## src/sv/scd_pkg.sv

```systemverilog
// Shared types and constants for the set-1 scan code to ASCII decoder.
// No dependencies; used by scd_keymap, scd_core and the top level.
package scd_pkg;

  localparam logic [7:0] PREFIX_BYTE = 8'hE0;
  localparam logic [7:0] TABLE_LEN   = 8'h3A;

  // Key codes with the release bit stripped
  localparam logic [6:0] KEY_SHIFT_L = 7'h2A;
  localparam logic [6:0] KEY_SHIFT_R = 7'h36;
  localparam logic [6:0] KEY_CTRL    = 7'h1D;
  localparam logic [6:0] KEY_ALT     = 7'h38;
  localparam logic [6:0] KEY_TAB     = 7'h0F;
  localparam logic [6:0] KEY_WIN_L   = 7'h5B;
  localparam logic [6:0] KEY_WIN_R   = 7'h5C;
  localparam logic [6:0] KEY_UP      = 7'h48;
  localparam logic [6:0] KEY_DOWN    = 7'h50;
  localparam logic [6:0] KEY_LEFT    = 7'h4B;
  localparam logic [6:0] KEY_RIGHT   = 7'h4D;

  localparam logic [6:0] ASCII_LC_C = 7'h63;
  localparam logic [6:0] ASCII_UC_C = 7'h43;
  localparam logic [6:0] ASCII_LC_L = 7'h6C;
  localparam logic [6:0] ASCII_UC_L = 7'h4C;

  typedef enum logic [2:0] {
    NAV_NONE  = 3'd0,
    NAV_UP    = 3'd1,
    NAV_DOWN  = 3'd2,
    NAV_LEFT  = 3'd3,
    NAV_RIGHT = 3'd4,
    NAV_LWIN  = 3'd5,
    NAV_RWIN  = 3'd6
  } nav_t;

  // Listed from the top bit down, so char_valid lands in bit 0
  typedef struct packed {
    logic       win_held;
    logic       alt_held;
    logic       ctrl_held;
    logic       shift_held;
    nav_t       nav_key;
    logic       clear_event;
    logic       interrupt_event;
    logic [6:0] char_code;
    logic       char_valid;
  } result_t;

  localparam int RESULT_W = $bits(result_t);
  localparam int TDATA_W  = ((RESULT_W + 7) / 8) * 8;

endpackage

```

## src/sv/scd_keymap.sv

```systemverilog
// US-layout set-1 key map: plain and shifted ASCII for codes below 0x3A.
// Depends on scd_pkg.
module scd_keymap (
  input  logic [7:0] code,
  input  logic       shift,
  output logic [6:0] ch
);

  localparam int MapLen = 58;

  localparam logic [6:0] PLAIN_MAP [MapLen] = '{
    7'h00, 7'h00, 7'h31, 7'h32, 7'h33, 7'h34, 7'h35, 7'h36, 7'h37, 7'h38,
    7'h39, 7'h30, 7'h2D, 7'h3D, 7'h08, 7'h09, 7'h71, 7'h77, 7'h65, 7'h72,
    7'h74, 7'h79, 7'h75, 7'h69, 7'h6F, 7'h70, 7'h5B, 7'h5D, 7'h0A, 7'h00,
    7'h61, 7'h73, 7'h64, 7'h66, 7'h67, 7'h68, 7'h6A, 7'h6B, 7'h6C, 7'h3B,
    7'h27, 7'h60, 7'h00, 7'h5C, 7'h7A, 7'h78, 7'h63, 7'h76, 7'h62, 7'h6E,
    7'h6D, 7'h2C, 7'h2E, 7'h2F, 7'h00, 7'h00, 7'h00, 7'h20
  };

  localparam logic [6:0] SHIFT_MAP [MapLen] = '{
    7'h00, 7'h00, 7'h21, 7'h40, 7'h23, 7'h24, 7'h25, 7'h5E, 7'h26, 7'h2A,
    7'h28, 7'h29, 7'h5F, 7'h2B, 7'h08, 7'h09, 7'h51, 7'h57, 7'h45, 7'h52,
    7'h54, 7'h59, 7'h55, 7'h49, 7'h4F, 7'h50, 7'h7B, 7'h7D, 7'h0A, 7'h00,
    7'h41, 7'h53, 7'h44, 7'h46, 7'h47, 7'h48, 7'h4A, 7'h4B, 7'h4C, 7'h3A,
    7'h22, 7'h7E, 7'h00, 7'h7C, 7'h5A, 7'h58, 7'h43, 7'h56, 7'h42, 7'h4E,
    7'h4D, 7'h3C, 7'h3E, 7'h3F, 7'h00, 7'h00, 7'h00, 7'h20
  };

  always_comb begin
    if (code < scd_pkg::TABLE_LEN) begin
      ch = shift ? SHIFT_MAP[code[5:0]] : PLAIN_MAP[code[5:0]];
    end else begin
      ch = 7'h00;
    end
  end

endmodule

```

## src/sv/scd_core.sv

```systemverilog
// Modifier/prefix flag state and per-word decode of one scan code.
// Depends on scd_pkg and scd_keymap.
module scd_core (
  input  logic                    clk,
  input  logic                    rst,
  input  logic                    step,
  input  logic [7:0]              code,
  output scd_pkg::result_t        res
);

  logic shift_flag, ctrl_flag, alt_flag, win_flag, tab_flag, prefix_seen;
  logic shift_flag_next, ctrl_flag_next, alt_flag_next, win_flag_next, tab_flag_next;
  logic prefix_seen_next;

  logic       is_prefix;
  logic       level;
  logic [6:0] key;
  logic       press;
  logic       plain_hit;
  logic [6:0] ch;
  scd_pkg::nav_t nav;

  function automatic scd_pkg::nav_t nav_lookup(input logic [6:0] k);
    scd_pkg::nav_t n;
    n = scd_pkg::NAV_NONE;
    if (k == scd_pkg::KEY_UP)         n = scd_pkg::NAV_UP;
    else if (k == scd_pkg::KEY_DOWN)  n = scd_pkg::NAV_DOWN;
    else if (k == scd_pkg::KEY_LEFT)  n = scd_pkg::NAV_LEFT;
    else if (k == scd_pkg::KEY_RIGHT) n = scd_pkg::NAV_RIGHT;
    else if (k == scd_pkg::KEY_WIN_L) n = scd_pkg::NAV_LWIN;
    else if (k == scd_pkg::KEY_WIN_R) n = scd_pkg::NAV_RWIN;
    return n;
  endfunction

  // Flag update; the prefix held before this word picks the extended set
  always_comb begin
    is_prefix        = (code == scd_pkg::PREFIX_BYTE);
    level            = ~code[7];
    key              = code[6:0];
    shift_flag_next  = shift_flag;
    ctrl_flag_next   = ctrl_flag;
    alt_flag_next    = alt_flag;
    win_flag_next    = win_flag;
    tab_flag_next    = tab_flag;
    prefix_seen_next = is_prefix;
    if (!is_prefix) begin
      if (prefix_seen) begin
        priority if (key == scd_pkg::KEY_WIN_L || key == scd_pkg::KEY_WIN_R) begin
          win_flag_next = level;
        end else if (key == scd_pkg::KEY_CTRL) begin
          ctrl_flag_next = level;
        end else if (key == scd_pkg::KEY_ALT) begin
          alt_flag_next = level;
        end
      end else begin
        priority if (key == scd_pkg::KEY_SHIFT_L || key == scd_pkg::KEY_SHIFT_R) begin
          shift_flag_next = level;
        end else if (key == scd_pkg::KEY_CTRL) begin
          ctrl_flag_next = level;
        end else if (key == scd_pkg::KEY_ALT) begin
          alt_flag_next = level;
        end else if (key == scd_pkg::KEY_TAB) begin
          tab_flag_next = level;
        end
      end
    end
  end

  scd_keymap u_keymap (
    .code  (code),
    .shift (shift_flag_next),
    .ch    (ch)
  );

  always_comb begin
    press     = !is_prefix && !code[7];
    nav       = (press && prefix_seen) ? nav_lookup(key) : scd_pkg::NAV_NONE;
    plain_hit = press && !prefix_seen && (ch != 7'h00);

    res.char_valid      = plain_hit && !ctrl_flag_next;
    res.char_code       = (plain_hit && !ctrl_flag_next) ? ch : 7'h00;
    res.interrupt_event = plain_hit && ctrl_flag_next &&
                          (ch == scd_pkg::ASCII_LC_C || ch == scd_pkg::ASCII_UC_C);
    res.clear_event     = plain_hit && ctrl_flag_next &&
                          (ch == scd_pkg::ASCII_LC_L || ch == scd_pkg::ASCII_UC_L);
    res.nav_key         = nav;
    res.shift_held      = shift_flag_next;
    res.ctrl_held       = ctrl_flag_next;
    res.alt_held        = alt_flag_next;
    res.win_held        = win_flag_next;
  end

  always_ff @(posedge clk) begin
    if (rst) begin
      shift_flag  <= 1'b0;
      ctrl_flag   <= 1'b0;
      alt_flag    <= 1'b0;
      win_flag    <= 1'b0;
      tab_flag    <= 1'b0;
      prefix_seen <= 1'b0;
    end else if (step) begin
      shift_flag  <= shift_flag_next;
      ctrl_flag   <= ctrl_flag_next;
      alt_flag    <= alt_flag_next;
      win_flag    <= win_flag_next;
      tab_flag    <= tab_flag_next;
      prefix_seen <= prefix_seen_next;
    end
  end

`ifndef SYNTHESIS
  a_prefix_sets_flag: assert property (@(posedge clk) disable iff (rst)
    step && (code == scd_pkg::PREFIX_BYTE) |=> prefix_seen)
    else $error("prefix word did not set the prefix flag");

  a_tab_press: assert property (@(posedge clk) disable iff (rst)
    step && !prefix_seen && (code == {1'b0, scd_pkg::KEY_TAB}) |=> tab_flag)
    else $error("tab press did not set the tab flag");

  a_ctrl_holds_char: assert property (@(posedge clk) disable iff (rst)
    res.char_valid |-> !ctrl_flag_next)
    else $error("character delivered while control held");
`endif

endmodule

```

## src/sv/scan_code_to_ascii_decoder.sv

```systemverilog
// Top level of the set-1 scan code to ASCII decoder: input word register,
// decode core and result register. Depends on scd_pkg and scd_core.
//
// Usage:
//   Slave channel (s_*) takes one raw set-1 scan code byte per word.
//   Master channel (m_*) gives exactly one result word per input word, in order.
//   Path: an accepted word is held in the input register, then decoded and
//   loaded into the result register, which raises m_tvalid.
//   Throughput: one word per cycle while m_tready is high. The decode is a
//   table lookup and flag update that fits between the input register and the
//   result register; the modifier flags are registered as each word moves on,
//   so a word can follow every cycle.
//   Stall: while m_tready is low the result register holds its word; an empty
//   input register still takes one more word, then s_tready stays low until
//   the result is taken. Nothing is lost or repeated.
//   Reset (rst, synchronous, active high) empties both registers and clears
//   the shift, control, alt, windows, tab and extended-prefix flags.
module scan_code_to_ascii_decoder (
  input  logic                        clk,
  input  logic                        rst,
  input  logic                        s_tvalid,
  output logic                        s_tready,
  input  logic [7:0]                  s_tdata,  // [7:0] scan_code
  output logic                        m_tvalid,
  input  logic                        m_tready,
  // [0] char_valid, [7:1] char_code, [8] interrupt_event, [9] clear_event,
  // [12:10] nav_key, [13] shift_held, [14] ctrl_held, [15] alt_held,
  // [16] win_held, [23:17] zero
  output logic [scd_pkg::TDATA_W-1:0] m_tdata
);

  // Input word register
  logic       in_valid;
  logic [7:0] in_code;

  // Result register
  logic              out_valid;
  scd_pkg::result_t  out_res;
  scd_pkg::result_t  res;

  logic advance;
  logic take_in;

  // The held word moves on when the result register is empty or being emptied
  assign advance  = in_valid && (!out_valid || m_tready);
  assign s_tready = !in_valid || advance;
  assign take_in  = s_tvalid && s_tready;

  always_ff @(posedge clk) begin
    if (rst) begin
      in_valid <= 1'b0;
    end else if (take_in) begin
      in_valid <= 1'b1;
    end else if (advance) begin
      in_valid <= 1'b0;
    end
  end

  always_ff @(posedge clk) begin
    if (take_in) begin
      in_code <= s_tdata;
    end
  end

  scd_core u_core (
    .clk  (clk),
    .rst  (rst),
    .step (advance),
    .code (in_code),
    .res  (res)
  );

  always_ff @(posedge clk) begin
    if (rst) begin
      out_valid <= 1'b0;
    end else if (advance) begin
      out_valid <= 1'b1;
    end else if (m_tready) begin
      out_valid <= 1'b0;
    end
  end

  always_ff @(posedge clk) begin
    if (advance) begin
      out_res <= res;
    end
  end

  assign m_tvalid = out_valid;
  assign m_tdata  = {{(scd_pkg::TDATA_W - scd_pkg::RESULT_W){1'b0}}, out_res};

`ifndef SYNTHESIS
  a_one_outcome: assert property (@(posedge clk) disable iff (rst)
    m_tvalid |-> $countones({out_res.char_valid, out_res.interrupt_event,
                             out_res.clear_event, out_res.nav_key != scd_pkg::NAV_NONE}) <= 1)
    else $error("more than one outcome in a result word");

  a_advance_fills: assert property (@(posedge clk) disable iff (rst)
    advance |=> m_tvalid)
    else $error("decoded word did not reach the result register");

  a_stall_keeps_input: assert property (@(posedge clk) disable iff (rst)
    in_valid && !advance |=> in_valid && $stable(in_code))
    else $error("held input word lost during stall");

  a_char_code_zero: assert property (@(posedge clk) disable iff (rst)
    m_tvalid && !out_res.char_valid |-> out_res.char_code == 7'h00)
    else $error("character code set without a character");
`endif

endmodule
```

## config.mk

```make
export PLATFORM = sky130hd
export DESIGN_NAME = scan_code_to_ascii_decoder
export DESIGN_NICKNAME = d
export VERILOG_FILES = /design/src/sv/scd_pkg.sv /design/src/sv/scd_keymap.sv /design/src/sv/scd_core.sv /design/src/sv/scan_code_to_ascii_decoder.sv
export SDC_FILE = /design/constraint.sdc
export NUM_CORES = 1
export LEC_CHECK = 0
export BUFFER_PORTS_ARGS = -buffer_cell sky130_fd_sc_hd__buf_2
export CAP_MARGIN = 10
export CORE_MARGIN = 2
export CORE_UTILIZATION = 35
export CTS_BUF_LIST = sky130_fd_sc_hd__clkbuf_8
export CTS_CLUSTER_DIAMETER = 150
export CTS_CLUSTER_SIZE = 8
export DETAILED_ROUTE_END_ITERATION = 10
export GPL_ROUTABILITY_DRIVEN = 0
export GPL_TIMING_DRIVEN = 0
export SETUP_SLACK_MARGIN = 0.1
export SKIP_CTS_REPAIR_TIMING = 1
export SKIP_LAST_GASP = 1
export SLEW_MARGIN = 40
export SYNTH_ARGS = -nofsm -noshare
export SYNTH_HDL_FRONTEND = slang
export SYNTH_SLANG_ARGS = --single-unit
```

## constraint.sdc

```tcl
create_clock -name clk -period 4.2 [get_ports clk]
set_clock_uncertainty 0.15 [all_clocks]
set_input_delay 0.63 -clock clk [delete_from_list [all_inputs] [get_ports clk]]
set_output_delay 0.63 -clock clk [all_outputs]
set_load 0.005 [all_outputs]
```

# After elaboration in Yosys (flattened, before gate mapping)
# Memory sizes are Yosys's and may differ from the RTL's.
# Index checks and enable logic that the tools add are counted.
# word_totals
register_bits,32
mem_bits_ro,896
inputBits,12
out_inout_bits,26
wordCells,101
n_memories,2
# classes
n_lt_le_gt_ge,2
n_eq_ne,15
mux,33
n_bitwise,3
n_reduce_logical,27
# mem_list
name,depth,word_bits,rd,rd_clocked_by_memory_dff,write_ports,line_no,rtl
(no name shown),64,7,1,0,0,scd_keymap.sv:31,ch = shift ? SHIFT_MAP[code[5:0]] : PLAIN_MAP[code[5:0]];
(no name shown),64,7,1,0,0,scd_keymap.sv:31,
# op_table
cell,n
7-bit == test (second input constant),10
7-bit two-way mux,6
1-bit two-way mux,22
7-bit by 6-bit == test with 1-bit output (second input constant),3
1-bit logical AND,10
3-bit two-way mux,3
8-bit == test (second input constant),1
8-bit by 6-bit < comparator with 1-bit output (second input constant),1
7-bit by 5-bit == test with 1-bit output (second input constant),1
7-bit greater-or-equal comparator (second input constant),1
6-bit inverter with 7-bit output,1
7-bit nonzero test,1
1-bit zero test,6
1-bit logical OR,6
2-bit two-way mux,2
2-bit nonzero test,2
4-bit OR reduction,1
1-bit inverter,2
2-bit OR reduction,1

# Logic depth before layout (Yosys ltp)
# depth
depth_word,11
mapped_depth,12
depth_no_buf,10

# Modules after synthesis
# From an unflattened synthesis, not the netlist that was laid out.
# unflattened
hier_cells,302
hier_area_um2,2701.3
# by_module_without_submodules
module,n_inst,cells_per_inst,area_per_inst_um2
scd_keymap,1,166,1098.6
scan_code_to_ascii_decoder,1,43,910.9
scd_core,1,93,691.9

# Worst setup path before layout
# Ideal clock, no wire load.
# synth_timing
path_type,reg-to-reg
start,register in_code[0]
end,register out_res (netlist bit m_tdata[0]) (data pin)
setup_time_ns,0.259
arrival_ns,2.409
required_time_ns,3.791
path_slack_ns,1.382
stages_incl_launch_ff,12
path_buffers,2
period_less_slack_ns,2.818
cell_sequence,edfxtp_1 > buf_2 > inv_1 > ha_1 > buf_2 > and4bb_4 > a32o_2 > nand2_2 > a2111oi_4 > a21oi_2 > o21a_1 > o31a_1
# synth_rtl
item,line_no,rtl
start: declaration,scan_code_to_ascii_decoder.sv:34,logic [7:0] in_code;
start signal: assignment,scan_code_to_ascii_decoder.sv:61,in_code <= s_tdata;
end signal: assignment,scan_code_to_ascii_decoder.sv:85,out_res <= res;
end: declaration,scan_code_to_ascii_decoder.sv:38,scd_pkg::result_t out_res;

==> flow_summary.ini <==
[outcome]
status = finished clean

[route]
drtPass1Iterations = 5
avgViaCountPerCell = 5.82
routed_wl_um = 7670
postRouteAntennaNets = 0
drc = 0
drt_iter0_markers = 472
wl_per_cell_um = 16.9
vias = 2637

[global_route]
grt-ovfl-total = 0
grt_pass1_wl_um = 12400
grt_use_total_pct = 18.5
grt_pass1_vias = 2370
antenna_found_initial = 0
grt_max_degree = 22

[power_and_ir_drop]
p_switching_mw = 0.243
clkPwrFrac_pct = 28.3
internal_power_mw = 0.542
switching_share_pct = 31.0
seq_power_share_pct = 46.3
power_leakage_nw = 1.20
power_density_mw_per_mm2 = 255
ir_worst_vdd_uv = 162
combPwrFrac_pct = 25.4

[synthesis]
synth_area_leaders = edfxtp_1, dfxtp_1, ha_1
synth_fa_ha_area_share_pct = 5.47
synth_cell_type_count = 70
synthSimpleGateAreaFrac_pct = 20.1
synthArstFlopShare_pct = 0
synth_xor_area_share_pct = 0.324
ys_ff_latch = 32
synth_top_area_cell = edfxtp_1
synthFlopType = edfxtp_1
synth_top_area_share_pct = 27.8
synth_area_mm2 = 0.00270
synth_top_family_by_area = compound AO/OA/AOI/OAI gates
postSynthAreaPerCell_um2 = 8.80
synth-edff-count = 25
yosys-mux-area-fraction_pct = 3.48
synthCells = 307
yosys_warnings = 0
synth_seq_area_share_pct = 33.0
synth_compound_area_share_pct = 28.5

[setup_path]
critPathRequiredTime_ps = 4080
worst_path_most_repeated_cell = buf_2
crit_slowest_cell = o311ai_1
path_cells = buf_2 -> inv_1 -> ha_1 -> buf_2 -> and4bb_4 -> o21ai_1 -> nand2_1 -> a211oi_1 -> o311ai_1 -> nand3b_1 -> o31a_1
worstSetupEndpointType = flip-flop
path_class = flip-flop to flip-flop
worst-path-max-fanout = 10
worst_ep_arrival_time_ps = 3300
max_stage_delay_ps = 630
critPathLaunchType = flip-flop

[clock_tree]
clk_path_buf_depth = 2
cts_tree = done
clk_pin_slew_ps = 60
insertion_delay_ps = 290
clock_sinks = 32
cts_max_level = 2
cts_buffers = 5
cts-root-buf = clkbuf_8

[final_layout]
fin_nets = 373
drive_above_1_share_pct = 22.5
multi_input_area_mm2 = 0.00159
num-fill-cells = 804
num_antenna_cells = 0
regArea_um2 = 891
synthToLayoutAreaGrowth_pct = 14.2
fin_area_mm2 = 0.00308

[sta]
tns_ps = 0
final_hold_viol_count = 0
slew_headroom_pct = 53.9
holdWs_ps = 352
rsz0062_at_grt = no
setup_viol = 0
fmaxAchievable_mhz = 292
worst_slew_pin_slew_ps = 681
period_share_pct = 81.4
fin_crit_ps = 3420
final_max_slew_viol_count = 0

[placed_design]
dpl.hpwl_um = 5680
port_buffers = 30
placed_area_mm2 = 0.00300

[floorplan]
rows = 32
core_area_mm2 = 0.00761
fp.dieH_um = 91.8
io_pins = 38
dieArea_mm2 = 0.00843
die_w_um = 91.8
start_util_pct = 35.5

[hold_path]
hold_path.class = flip-flop to flip-flop

[run]
maxCapViolCount = 0
[power groups by stage]
stage / clock (mW) / combinational (mW) / sequential, mW
final: 0.222 / 0.200 / 0.364
after global routing: 0.244 / 0.216 / 0.365
after CTS: 0.227 / 0.193 / 0.364
after detailed placement: 0 / 0.192 / 0.371
after global placement: 0 / 0.193 / 0.370
after floorplan: 0 / 0.137 / 0.370
[cell families (layout without fill, tap and decap cells)]
family	count (synthesis)	in the layout
AOI/OAI and AO/OA	103	103
xor gates and xnor gates	1	1
adders and majority gates	12	12
buffers and inverters	42	80
DFF	32	32
muxes	8	8
other	1	7
and+or+nand+nor	108	108
[critical path: cells and delay by family, from the launching register on]
family / cells / cell delay (ps)
AO/OA/AOI/OAI: 4 / 1060
AND/OR/NAND/NOR: 3 / 590
adder cells (fa/ha/maj): 1 / 190
flip-flops: 1 / 450
buffers and inverters: 3 / 720
[area by class of cell]
type | count | area share (%)
Buffer | 30 | 6.41
Clock buffer | 5 | 2.23
Clock inverter | 3 | 0.446
Inverter | 12 | 1.46
Multi-Input combinational cell | 239 | 51.5
Sequential cell | 32 | 28.9
Tap cell | 102 | 4.14
Timing Repair Buffer | 30 | 4.87
[per-stage QoR]
| step | power, mW | setup WS [ps] | cells | utilization, % |
|---|---|---|---|---|
| 3_5_place_dp | 0.562 | 859 | 445 | 39.4 |
| 6_report | 0.785 | 780 | 453 | 40.5 |
| 4_1_cts | 0.783 | 831 | 453 | 40.5 |
| 5_1_grt | 0.825 | 587 | 453 | 40.5 |
| 2_1_floorplan | 0.507 | 1380 | 313 | - |
| 3_3_place_gp | 0.563 | 819 | 445 | 39.4 |
[layout by cell type (no fill, tap or decap), types with 7 or more instances in the layout]
| master | synthesis | routed |
|---|---|---|
| a21oi_1 | 23 | 23 |
| buf_2 | 11 | 41 |
| buf_4 | 9 | 9 |
| conb_1 | 1 | 7 |
| dfxtp_1 | 7 | 7 |
| edfxtp_1 | 25 | 25 |
| ha_1 | 11 | 11 |
| inv_1 | 10 | 10 |
| nand2_1 | 28 | 28 |
| nand2b_1 | 7 | 7 |
| nor2_1 | 31 | 31 |
| o21ai_0 | 17 | 17 |
[final timing paths]
check	end	slack, ps	depth (start not counted)	from
setup / recovery	m_tdata[0]	780	11	in_code[0]
hold / removal	u_core.alt_flag	350	2	u_core.alt_flag
setup reg to reg	m_tdata[0]	780	11	in_code[0]
hold reg to reg	u_core.alt_flag	350	2	u_core.alt_flag
[sequential cells by signal, summed over array words and instances (netlist names)]
signal	flops
u_core.shift_flag	1
u_core.win_flag	1
u_core.ctrl_flag	1
m_tdata	17
m_tvalid	1
u_core.prefix_seen	1
in_code	8
in_valid	1
u_core.alt_flag	1
[Yosys cell counts (7+ instances only)]
| cell | count |
|---|---|
| a21oi_1 | 23 |
| buf_2 | 11 |
| buf_4 | 9 |
| dfxtp_1 | 7 |
| edfxtp_1 | 25 |
| ha_1 | 11 |
| inv_1 | 10 |
| nand2_1 | 28 |
| nand2b_1 | 7 |
| nor2_1 | 31 |
| o21ai_0 | 17 |
[metal layers]
metal,part of all wire (%),GRT usage [%],vias up
met3,12,5.09,35
met1,42,24.9,1191
li1,-,-,1218
met5,0,0,-
met4,2.9,6.47,0
met2,44,28.7,193
No activity file was read; power rests on OpenSTA's default activity.
